<file path="src/design/exact_sign_flip_test_top_defines.svh">
// Assertion macros for the exact sign-flip test block.
// Included by the top level; no other dependencies.
`ifndef EXACT_SIGN_FLIP_TEST_TOP_DEFINES_SVH
`define EXACT_SIGN_FLIP_TEST_TOP_DEFINES_SVH

`ifndef ASSERT_OFF
// Same-cycle implication, sampled on the rising clock edge, off during reset.
`define ESFT_ASSERT_IMP(lbl, clk, rstn, ante, cons, msg) \
    lbl: assert property (@(posedge clk) disable iff (!rstn) (ante) |-> (cons)) \
        else $error(msg);
// Next-cycle implication, sampled on the rising clock edge, off during reset.
`define ESFT_ASSERT_NXT(lbl, clk, rstn, ante, cons, msg) \
    lbl: assert property (@(posedge clk) disable iff (!rstn) (ante) |=> (cons)) \
        else $error(msg);
`else
`define ESFT_ASSERT_IMP(lbl, clk, rstn, ante, cons, msg)
`define ESFT_ASSERT_NXT(lbl, clk, rstn, ante, cons, msg)
`endif

`endif

</file>
<file path="src/design/esft_pkg.sv">
// Shared constants for the exact sign-flip test block.
// No dependencies.
`timescale 1ns / 1ps

package esft_pkg;

    localparam int COUNT_W = 21;
    localparam int ITEMS_W = 5;

    localparam logic [COUNT_W-1:0] COUNT_MAX = {COUNT_W{1'b1}};

endpackage

</file>
<file path="src/design/esft_store.sv">
// Generic RAM holding the differences of one set.
// One write port, one read port with registered data; no dependencies.
`timescale 1ns / 1ps

module esft_store #(
    parameter int DEPTH = 20,
    parameter int WIDTH = 32
) (
    input  logic                                  aclk,
    input  logic                                  wr_en,
    input  logic [((DEPTH > 1) ? $clog2(DEPTH) : 1)-1:0] wr_addr,
    input  logic signed [WIDTH-1:0]               wr_data,
    input  logic [((DEPTH > 1) ? $clog2(DEPTH) : 1)-1:0] rd_addr,
    output logic signed [WIDTH-1:0]               rd_data
);

    logic signed [WIDTH-1:0] mem_reg [DEPTH];
    logic signed [WIDTH-1:0] rd_data_reg;

    always_ff @(posedge aclk) begin
        if (wr_en) begin
            mem_reg[wr_addr] <= wr_data;
        end
        rd_data_reg <= mem_reg[rd_addr];
    end

    assign rd_data = rd_data_reg;

endmodule

</file>
<file path="src/design/esft_core.sv">
// Enumeration sequencer: walks all sign assignments in Gray-code order with
// one shared add/subtract unit and counts the extreme ones.
// Depends on esft_pkg; fetches from the difference store in the cycle before use.
`timescale 1ns / 1ps

module esft_core
    import esft_pkg::*;
#(
    parameter int MAX_ITEMS  = 20,
    parameter int DIFF_WIDTH = 32
) (
    input  logic                                  aclk,
    input  logic                                  aresetn,
    input  logic                                  start_valid,
    input  logic [$clog2(MAX_ITEMS+1)-1:0]        start_n,
    input  logic signed [DIFF_WIDTH+$clog2(MAX_ITEMS+1):0] start_obs,
    output logic [((MAX_ITEMS > 1) ? $clog2(MAX_ITEMS) : 1)-1:0] rd_addr,
    input  logic signed [DIFF_WIDTH-1:0]          rd_data,
    input  logic                                  out_free,
    output logic                                  done_valid,
    output logic [COUNT_W-1:0]                    done_count
);

    localparam int CNT_W = $clog2(MAX_ITEMS + 1);
    localparam int SUM_W = DIFF_WIDTH + CNT_W + 1;
    localparam int IDX_W = (MAX_ITEMS > 1) ? $clog2(MAX_ITEMS) : 1;
    localparam int K_W   = MAX_ITEMS + 1;
    localparam int CW    = (K_W > COUNT_W) ? K_W : COUNT_W;

    typedef enum logic [1:0] {
        ST_IDLE,
        ST_INIT,
        ST_RUN,
        ST_HOLD
    } state_t;

    state_t                    state_reg;
    logic [CNT_W-1:0]          n_reg;
    logic signed [SUM_W-1:0]   obs_reg;
    logic signed [SUM_W-1:0]   run_reg;
    logic signed [SUM_W-1:0]   pos_reg;
    logic signed [SUM_W-1:0]   neg_reg;
    logic [K_W-1:0]            k_reg;
    logic [K_W-1:0]            match_reg;

    logic signed [SUM_W-1:0]   neg_obs;
    logic signed [SUM_W-1:0]   step;
    logic signed [SUM_W-1:0]   run_next;
    logic [K_W-1:0]            match_next;
    logic [K_W-1:0]            low_one;
    logic [K_W-1:0]            k_ahead;
    logic [K_W-1:0]            low_ahead;
    logic [K_W-1:0]            fin_count;
    logic [CW-1:0]             count_ext;
    logic [IDX_W-1:0]          b_idx;
    logic                      hit;
    logic                      fin;
    logic                      flip_up;

    always_comb begin
        neg_obs    = -obs_reg;
        hit        = (run_reg >= pos_reg) || (run_reg <= neg_reg);
        match_next = match_reg + K_W'(hit);
        fin        = k_reg[n_reg];

        // isolate the lowest set bit of k: that is the sign that flips
        low_one = k_reg & (~k_reg + K_W'(1));

        // fetch the difference for the next flip in the cycle before its use
        k_ahead   = (state_reg == ST_RUN) ? (k_reg + K_W'(1)) : K_W'(1);
        low_ahead = k_ahead & (~k_ahead + K_W'(1));
        b_idx     = '0;
        for (int i = 0; i < MAX_ITEMS; i++) begin
            if (low_ahead[i]) begin
                b_idx = b_idx | IDX_W'(i);
            end
        end
        // the Gray bit goes to one when the next bit of k is clear
        flip_up  = ((k_reg & (low_one << 1)) == '0);
        step     = SUM_W'(rd_data) <<< 1;
        run_next = flip_up ? (run_reg + step) : (run_reg - step);

        fin_count  = (state_reg == ST_HOLD) ? match_reg : match_next;
        count_ext  = CW'(fin_count);
        done_count = (count_ext > CW'(COUNT_MAX)) ? COUNT_MAX : count_ext[COUNT_W-1:0];
        done_valid = out_free && ((state_reg == ST_HOLD) || ((state_reg == ST_RUN) && fin));
    end

    assign rd_addr = b_idx;

    always_ff @(posedge aclk) begin
        if (!aresetn) begin
            state_reg <= ST_IDLE;
        end else begin
            unique case (state_reg)
                ST_IDLE: begin
                    if (start_valid) begin
                        n_reg     <= start_n;
                        obs_reg   <= start_obs;
                        state_reg <= ST_INIT;
                    end
                end
                ST_INIT: begin
                    // start with every sign negative
                    run_reg   <= neg_obs;
                    pos_reg   <= obs_reg[SUM_W-1] ? neg_obs : obs_reg;
                    neg_reg   <= obs_reg[SUM_W-1] ? obs_reg : neg_obs;
                    k_reg     <= K_W'(1);
                    match_reg <= '0;
                    state_reg <= ST_RUN;
                end
                ST_RUN: begin
                    match_reg <= match_next;
                    if (fin) begin
                        state_reg <= out_free ? ST_IDLE : ST_HOLD;
                    end else begin
                        run_reg <= run_next;
                        k_reg   <= k_reg + K_W'(1);
                    end
                end
                ST_HOLD: begin
                    if (out_free) begin
                        state_reg <= ST_IDLE;
                    end
                end
                default: begin
                    state_reg <= ST_IDLE;
                end
            endcase
        end
    end

endmodule

</file>
<file path="src/design/exact_sign_flip_test_top.sv">
// Exact sign-flip permutation test on Q7.24 paired differences.
//
// Input channel s_*: one signed difference per transfer, s_last marks the final
// one of a set. Up to MAX_ITEMS differences are stored, one per cycle while
// s_ready is high; later ones are dropped and reported through m_overflow.
// After the last transfer the enumerator walks all 2^n sign assignments in
// Gray-code order, one add or subtract per cycle on a single shared adder.
// s_ready is low during that walk; it returns high once the result is in the
// output register, so the next set loads while the result waits.
// Output channel m_*: one transfer per set with the extreme count (saturating at
// 2^21 - 1), n, and the overflow flag. If the receiver stalls, the result holds;
// a further finished walk waits in the enumerator until the register frees.
// Reset (aresetn low, synchronous) clears the load count, the running sum, the
// overflow flag and all valid state; stored differences are not cleared.
// Depends on esft_pkg, esft_store, esft_core and the defines header.
`timescale 1ns / 1ps
`include "exact_sign_flip_test_top_defines.svh"

module exact_sign_flip_test_top
    import esft_pkg::*;
#(
    parameter int MAX_ITEMS  = 20,
    parameter int DIFF_WIDTH = 32
) (
    input  logic                         aclk,
    input  logic                         aresetn,
    input  logic                         s_valid,
    output logic                         s_ready,
    input  logic signed [DIFF_WIDTH-1:0] s_diff_value,
    input  logic                         s_last,
    output logic                         m_valid,
    input  logic                         m_ready,
    output logic [COUNT_W-1:0]           m_extreme_count,
    output logic [ITEMS_W-1:0]           m_items_used,
    output logic                         m_overflow
);

    localparam int CNT_W = $clog2(MAX_ITEMS + 1);
    localparam int SUM_W = DIFF_WIDTH + CNT_W + 1;
    localparam int IDX_W = (MAX_ITEMS > 1) ? $clog2(MAX_ITEMS) : 1;

    logic                      busy_reg;
    logic [CNT_W-1:0]          cnt_reg;
    logic signed [SUM_W-1:0]   obs_reg;
    logic                      drop_reg;
    logic [CNT_W-1:0]          run_n_reg;
    logic                      run_drop_reg;
    logic                      m_valid_reg;
    logic [COUNT_W-1:0]        m_count_reg;
    logic [ITEMS_W-1:0]        m_items_reg;
    logic                      m_ovf_reg;

    logic                      accept;
    logic                      store_ok;
    logic                      start_valid;
    logic [CNT_W-1:0]          cnt_next;
    logic signed [SUM_W-1:0]   obs_next;
    logic                      out_free;
    logic [IDX_W-1:0]          rd_addr;
    logic signed [DIFF_WIDTH-1:0] rd_data;
    logic                      done_valid;
    logic [COUNT_W-1:0]        done_count;

    always_comb begin
        accept      = s_valid && s_ready;
        store_ok    = (cnt_reg < CNT_W'(MAX_ITEMS));
        start_valid = accept && s_last;
        cnt_next    = store_ok ? (cnt_reg + CNT_W'(1)) : cnt_reg;
        obs_next    = store_ok ? (obs_reg + SUM_W'(s_diff_value)) : obs_reg;
        out_free    = !m_valid_reg || m_ready;
    end

    assign s_ready         = !busy_reg;
    assign m_valid         = m_valid_reg;
    assign m_extreme_count = m_count_reg;
    assign m_items_used    = m_items_reg;
    assign m_overflow      = m_ovf_reg;

    esft_store #(
        .DEPTH (MAX_ITEMS),
        .WIDTH (DIFF_WIDTH)
    ) u_store (
        .aclk    (aclk),
        .wr_en   (accept && store_ok),
        .wr_addr (cnt_reg[IDX_W-1:0]),
        .wr_data (s_diff_value),
        .rd_addr (rd_addr),
        .rd_data (rd_data)
    );

    esft_core #(
        .MAX_ITEMS  (MAX_ITEMS),
        .DIFF_WIDTH (DIFF_WIDTH)
    ) u_core (
        .aclk        (aclk),
        .aresetn     (aresetn),
        .start_valid (start_valid),
        .start_n     (cnt_next),
        .start_obs   (obs_next),
        .rd_addr     (rd_addr),
        .rd_data     (rd_data),
        .out_free    (out_free),
        .done_valid  (done_valid),
        .done_count  (done_count)
    );

    always_ff @(posedge aclk) begin
        if (!aresetn) begin
            busy_reg    <= 1'b0;
            cnt_reg     <= '0;
            obs_reg     <= '0;
            drop_reg    <= 1'b0;
            m_valid_reg <= 1'b0;
        end else begin
            if (accept) begin
                if (s_last) begin
                    // hand the set to the enumerator and start a fresh one
                    run_n_reg    <= cnt_next;
                    run_drop_reg <= drop_reg || !store_ok;
                    cnt_reg      <= '0;
                    obs_reg      <= '0;
                    drop_reg     <= 1'b0;
                    busy_reg     <= 1'b1;
                end else begin
                    cnt_reg  <= cnt_next;
                    obs_reg  <= obs_next;
                    drop_reg <= drop_reg || !store_ok;
                end
            end

            if (done_valid) begin
                busy_reg    <= 1'b0;
                m_valid_reg <= 1'b1;
                m_count_reg <= done_count;
                m_items_reg <= ITEMS_W'(run_n_reg);
                m_ovf_reg   <= run_drop_reg;
            end else if (m_ready) begin
                m_valid_reg <= 1'b0;
            end
        end
    end

    `ESFT_ASSERT_NXT(a_busy_after_last, aclk, aresetn, s_valid && s_ready && s_last,
        !s_ready, "input still ready after the last transfer of a set")
    `ESFT_ASSERT_IMP(a_done_while_busy, aclk, aresetn, done_valid,
        busy_reg, "enumeration finished with no set loaded")
    `ESFT_ASSERT_IMP(a_overflow_full, aclk, aresetn, m_valid && m_overflow,
        m_items_used == ITEMS_W'(MAX_ITEMS), "overflow reported with the store not full")
    `ESFT_ASSERT_IMP(a_count_nonzero, aclk, aresetn, m_valid,
        m_extreme_count != '0, "observed assignment missing from the extreme count")

endmodule
</file>
<file path="config.mk">
export PLATFORM = sky130hd
export DESIGN_NAME = exact_sign_flip_test_top
export DESIGN_NICKNAME = d
export VERILOG_FILES = /design/src/design/esft_pkg.sv /design/src/design/esft_store.sv /design/src/design/esft_core.sv /design/src/design/exact_sign_flip_test_top.sv
export VERILOG_INCLUDE_DIRS = /design/src /design/src/design
export SDC_FILE = /design/constraint.sdc
export NUM_CORES = 2
export LEC_CHECK = 0
export BUFFER_PORTS_ARGS = -buffer_cell sky130_fd_sc_hd__buf_4
export CAP_MARGIN = 20
export CORE_MARGIN = 5
export CORE_UTILIZATION = 35
export CTS_BUF_LIST = sky130_fd_sc_hd__clkbuf_16
export CTS_CLUSTER_DIAMETER = 30
export DETAILED_ROUTE_END_ITERATION = 12
export GPL_TIMING_DRIVEN = 0
export SLEW_MARGIN = 20
export SYNTH_ARGS = -nofsm -noshare
export SYNTH_HDL_FRONTEND = slang
export SYNTH_SLANG_ARGS = --single-unit
export TNS_END_PERCENT = 10
</file>
<file path="constraint.sdc">
create_clock -name aclk -period 7 [get_ports aclk]
set_input_delay 1.05 -clock aclk [delete_from_list [all_inputs] [get_ports aclk]]
set_output_delay 1.05 -clock aclk [all_outputs]
set_load 0.01 [all_outputs]
</file>
Word level (Yosys, flattened, before mapping)
Memories as Yosys holds them, arrays and structs flattened. A register that Yosys moved wholly into a read port is not among the register bits.
Index checks and enable logic that the tools add are counted.
{"block": "op_classes", "n_addsub": 9, "order_cmp": 5, "eq_ne": 7, "n_mux": 45, "bitwise": 6, "n_reduce_logical": 25}
{"operator": "two-way mux 38 bit", "count": 4}
{"operator": "case mux 21 bit (2 select lines)", "count": 2}
{"operator": "case mux 38 bit (2 select lines)", "count": 1}
{"operator": "two-way mux 37 bit", "count": 2}
{"operator": "two-way mux 21 bit", "count": 2}
{"operator": "adder 20 x 1 -> 20 bit, second input constant", "count": 2}
{"operator": "AND 20 bit", "count": 2}
{"operator": "NOT 20 bit", "count": 2}
{"operator": "adder 38 x 32 -> 38 bit", "count": 1}
{"operator": "adder 38 x 33 -> 38 bit", "count": 1}
{"operator": "greater-or-equal comparator 38 bit", "count": 1}
{"operator": "<= comparator 38 bit", "count": 1}
{"operator": "negator 38 bit", "count": 1}
{"operator": "subtractor 38 x 33 -> 38 bit", "count": 1}
{"operator": "two-way mux 4 bit", "count": 8}
{"operator": "two-way mux 5 bit", "count": 6}
{"operator": "adder 21 x 1 -> 21 bit", "count": 1}
{"operator": "adder 21 x 1 -> 21 bit, second input constant", "count": 1}
{"operator": "AND 21 bit", "count": 1}
{"operator": "> comparator 21 bit, second input constant", "count": 1}
{"operator": "zero test 21 bit", "count": 1}
{"operator": "two-way mux 20 bit", "count": 1}
{"operator": "two-way mux 2 bit", "count": 6}
{"operator": "two-way mux 3 bit", "count": 4}
{"operator": "other kinds (19)", "count": 44}
{"block": "word_totals", "reg_bits": 280, "ram_bits": 640, "out_inout_bits": 29, "elab_cells": 118, "n_memories": 1}
{"memory": "u_store.mem_reg", "words": 20, "width": 32, "rd": 1, "rd_clocked_by_memory_dff": 1, "write_ports": 1, "line": "esft_store.sv:17", "source": "logic signed [WIDTH-1:0] mem_reg [DEPTH];"}

Logic depth before layout (Yosys ltp)
{"block": "depth", "depth_word": 24, "mapped_depth": 21}

Cells and area by module
From an unflattened synthesis, not the netlist that was laid out.
{"block": "unflattened", "cells_unflattened": 3532, "hier_area_um2": 45802.7}
{"module": "esft_store", "n_inst": 1, "cells_per_inst": 1362, "area_each_um2": 25459.4, "seq_area_each_um2": 19859.0}
{"module": "esft_core", "n_inst": 1, "cells_per_inst": 1595, "area_each_um2": 15264.6, "seq_area_each_um2": 5985.7}
{"module": "exact_sign_flip_test_top", "n_inst": 1, "cells_per_inst": 575, "area_each_um2": 5078.6, "seq_area_each_um2": 1911.8}

Worst setup path before layout
Ideal clock, no wire load.
{"block": "synth_timing", "path_kind": "reg-to-reg", "start": "register u_core.k_reg[3]", "end": "register u_core.run_reg[23], data pin", "setup_ps": 256, "arrival_ps": 4990, "required_ps": 6744, "path_slack_ps": 1753, "path_stages_with_launch": 20, "path_buffers": 2, "synth_period_minus_slack_ps": 5247, "cell_sequence": "edfxtp_1 clkbuf_1 or3_1 or3b_2 or4_1 a21o_1 o211ai_1 clkbuf_1 o21ai_0 fa_1 a21o_1 a21oi_1 o211a_1 a211o_1 o21ai_0 and2_1 o311a_1 o21ai_0 or3b_2 a22o_1"}
{"block": "synth_via", "elab_chain_cells": 8}
{"element": "from (decl)", "line": "esft_core.sv:43", "source": "logic [K_W-1:0] k_reg;"}
{"element": "from (signal assigned)", "line": "esft_core.sv:118", "source": "k_reg <= k_reg + K_W'(1);"}
{"element": "NOT 20 bit", "line": "esft_core.sv:67", "source": "low_one = k_reg & (~k_reg + K_W'(1));"}
{"element": "adder 20 x 1 -> 20 bit", "line": "esft_core.sv:67"}
{"element": "AND 20 bit", "line": "esft_core.sv:67"}
{"element": "AND 21 bit *", "line": "esft_core.sv:79", "source": "flip_up = ((k_reg & (low_one << 1)) == '0);"}
{"element": "zero test 21 bit *", "line": "esft_core.sv:79"}
{"element": "two-way mux 38 bit *", "line": "esft_core.sv:81", "source": "run_next = flip_up ? (run_reg + step) : (run_reg - step);"}
{"element": "two-way mux 38 bit *", "line": "esft_core.sv:114", "source": "if (fin) begin"}
{"element": "case mux 38 bit (2 select lines) *", "line": "esft_core.sv:95", "source": "unique case (state_reg)"}
{"element": "to (signal assigned)", "line": "esft_core.sv:105", "source": "run_reg <= neg_obs;"}
{"element": "to (signal assigned)", "line": "esft_core.sv:117", "source": "run_reg <= run_next;"}
{"element": "to (decl)", "line": "esft_core.sv:40", "source": "logic signed [SUM_W-1:0] run_reg;"}
Every way passes the cells marked *; elsewhere a longest branch is shown, timed or not. The select of a mux whose other input is x is not followed.
A chain may end at the register's enable or synchronous reset.

Worst setup path after layout
Same ends and word-level chain as after synthesis.

==> metrics.cfg <==
[worst_setup_path]
critical_path.endpoint_type = flip-flop
timing.setup.critical_path_class = reg2reg
start_kind = flip-flop
worst_ep_required_time_ps = 7510
critPathMaxFanout = 10
crit_path_arrival_time_ps = 7010

[pwr]
worst_ir_drop_on_vdd_v = 0.000227
p_leak_nw = 19.7
power.density_cell_area_nw_per_um2 = 377

[clocking]
cts_inserted_buffers = 197
postCtsSetupRepairBufs = 0
worst_skew_pair.late_latency_ps = 810
holdBufCountCts = 0
ctsLongestPathBuffers = 3
cts.repair.resized = 0
clock_slew_at_the_register_clock_pins_of_the_worst_setup_and_hold_paths_ps = 50
h-tree-depth = 4
clock_tree_from_tritoncts = yes
clock_sinks = 951
clockRootBuffer = clkbuf_16

[finish]
largest_reg_flops = 640
drive_above_1_share_pct = 14.0
final_area_sq_um = 56200
num-nets-final = 4092
layout.core_utilization_pct = 43.4
area.growth.synth_to_final_pct = 23.3

[timing]
minimum_clock_period_ps = 6500
worst_slack_ps = 501
timing.clock.skew_ps = 50.0
setup_repair_after_global_routing_missed_its_margin = false
relSlewSlack_pct = 22.0
fmaxAchievable_ghz = 0.154
max_slew.worst_pin.slew_ps = 1160
timing.final.setup_violations = 0
timing_hold_violations_final = 0
timing.final.max_slew_violations = 0
fin_crit_sh_pct = 92.8

[detailed_routing]
route.vias.total = 30485
detail_route.iter0.violations = 2730
route.final.wire_length_mm = 129
ant_nets = 0
vias_per_cell = 5.25
drt_drc_violations_left = 0
wire_per_inst_um = 22.2
drt_first_pass_iters = 5

[floorplan]
die_y_um = 371
floorplan.initialDensity_pct = 35.2
fp.dieW_um = 371
row_count = 132
core_area_sq_um = 129000
ioPinCount = 66
die_area_sq_um = 138000

[run]
timing.max_cap.violations = 0

[synth]
synth-edff-count = 871
yosys_register_bits = 951
synth.avg_cell_area_sq_um = 12.7
yosys.cell_types.count = 82
synth_top_flop_cell = edfxtp_1
synth_top_cells_by_count = edfxtp_1 (871), nand2_1 (332), mux2i_1 (296)
mappedNetlistArea_sq_um = 45600
post-synth-top-count-cell = edfxtp_1
synth_async_reset_ratio_pct = 0
synth_top_area_cell = edfxtp_1
number_of_nets_in_the_synthesized_netlist = 3800
yosysWarningCount = 0
seq_area_frac_synth_pct = 60.8
synth.top_cells.by_area = edfxtp_1 (57%), mux2i_1 (6.5%), ha_1 (4.5%), dfxtp_1 (3.5%), xnor2_1 (3.0%)
synth_top_area_share_pct = 57.3
syn-instance-count = 3596

[grt]
initial_antenna_violation_count = 2
grt_pass1_vias = 29875
global_route.overflow_total = 0
first_pass_grt_wire_length_mm = 189
groute.usage.overall_pct = 18.4
pin_count_of_the_biggest_net_entering_global_routing = 50

[placed_design]
port_buffers = 65
weighted_congestion_at_the_end_of_routability_driven_global_placement = 0.874
post-dp-hpwl_mm = 89.9
place_area_sq_um = 49100
placement.setup.worst_slack_ps = 570

[outcome]
status = complete, no violations

[worst_hold_path]
hold_class = reg2reg

per-stage QoR:
| step | TNS, ps | total power [mW] | hold WS (ps) | instances |
|---|---|---|---|---|
| floorplan | 0 | 10.0 | 400 | 3596 |
| finish | 0 | 21.2 | 407 | 5806 |
| global placement | -53320 | 11.3 | 401 | 5403 |
| detailed placement | 0 | 11.4 | 409 | 5431 |
| global route | 0 | 22.1 | 421 | 5805 |
| CTS | 0 | 21.3 | 419 | 5805 |
area by class of cell:
type	instances	area (sq um)
Antenna cell	1	2.50
Buffer	177	713
Fill cell	11774	73200
Clock buffer	199	4980
Tap cell	1742	2180
Timing Repair Buffer	93	1120
Multi-Input combinational cell	2337	16800
Inverter	131	492
Sequential cell	951	27800
Clock inverter	175	2180
cells in the final DEF, fill, tap and decap left out, types with 26 or more instances in the layout:
cell type   Yosys  final
a21o_1         66     66
buf_4           0     67
o21ai_0        98     98
xnor2_1       155    155
clkinvlp_4      0     32
a21oi_1       137    135
clkbuf_16       0    199
clkinv_2        0     27
a22oi_1        62     62
or3_1          33     33
buf_2          26     26
mux2i_1       296    296
nand3_1        80     80
nand2_1       332    332
mux2_2         43     43
nor3_1         48     46
o22a_1         32     32
nand2b_1       40     40
o211ai_1       37     37
edfxtp_1      871    871
nor2_1        215    203
ha_1          165    165
bufinv_16       0     36
dfxtp_1        80     80
a2bb2oi_1      32     32
clkbuf_1      132    131
xor2_1         84     84
inv_1         130    149
nand4_1        69     69
worst max-delay path, stage by stage (launching register included):
cell      delay (ps)
edfxtp_1         490
clkbuf_1         300
or3_1            390
or3b_2           460
or4_1            420
a21o_1           180
o211ai_1         250
clkbuf_1         470
o21ai_0          210
xnor2_1          400
ha_1             390
a21oi_1          170
nor2_1            60
o21a_1           190
nor4_1           250
o21ai_0          270
and2_1           250
o311a_1          310
o21ai_0          140
or3b_2           440
a22o_1           200
final timing paths:
path	from	to	slack (ps)	cells after the start
max	u_core.k_reg[3]$_SDFFCE_PN0P_	u_core.run_reg[23]$_DFFE_PP_	500	20
min	run_n_reg[0]$_DFFE_PP_	m_items_used[0]$_DFFE_PP_	410	0
max reg2reg	u_core.k_reg[3]$_SDFFCE_PN0P_	u_core.run_reg[23]$_DFFE_PP_	500	20
min reg2reg	run_n_reg[0]$_DFFE_PP_	m_items_used[0]$_DFFE_PP_	410	0
power breakdown:
group	leakage, nW	switching (mW)	internal [mW]
combinational	7.70	2.69	1.67
sequential	8.55	0.296	6.70
clock	3.47	3.27	6.56
per-layer routing:
| layer | track usage (%) | vias to the layer above | share of wire [%] |
|---|---|---|---|
| met4 | 6.44 | 0 | 3.2 |
| met2 | 30.0 | 1055 | 47 |
| met1 | 24.2 | 15019 | 43 |
| met5 | 0 | - | 0 |
| met3 | 3.92 | 247 | 7.0 |
| li1 | - | 14164 | - |
cell families (layout without fill, tap and decap cells):
kind of cell / count (synthesis) / in the layout / synth area share (%)
DFF: 951 / 951 / 60.8
and+or+nand+nor: 951 / 951 / 9.95
AOI/OAI and AO/OA: 636 / 636 / 9.56
xor gates and xnor gates: 239 / 239 / 4.59
buffers and inverters: 308 / 775 / 2.64
muxes: 344 / 344 / 7.80
adders and majority gates: 167 / 167 / 4.61
other: 0 / 1 / 0
No activity file was read; power rests on OpenSTA's default activity.
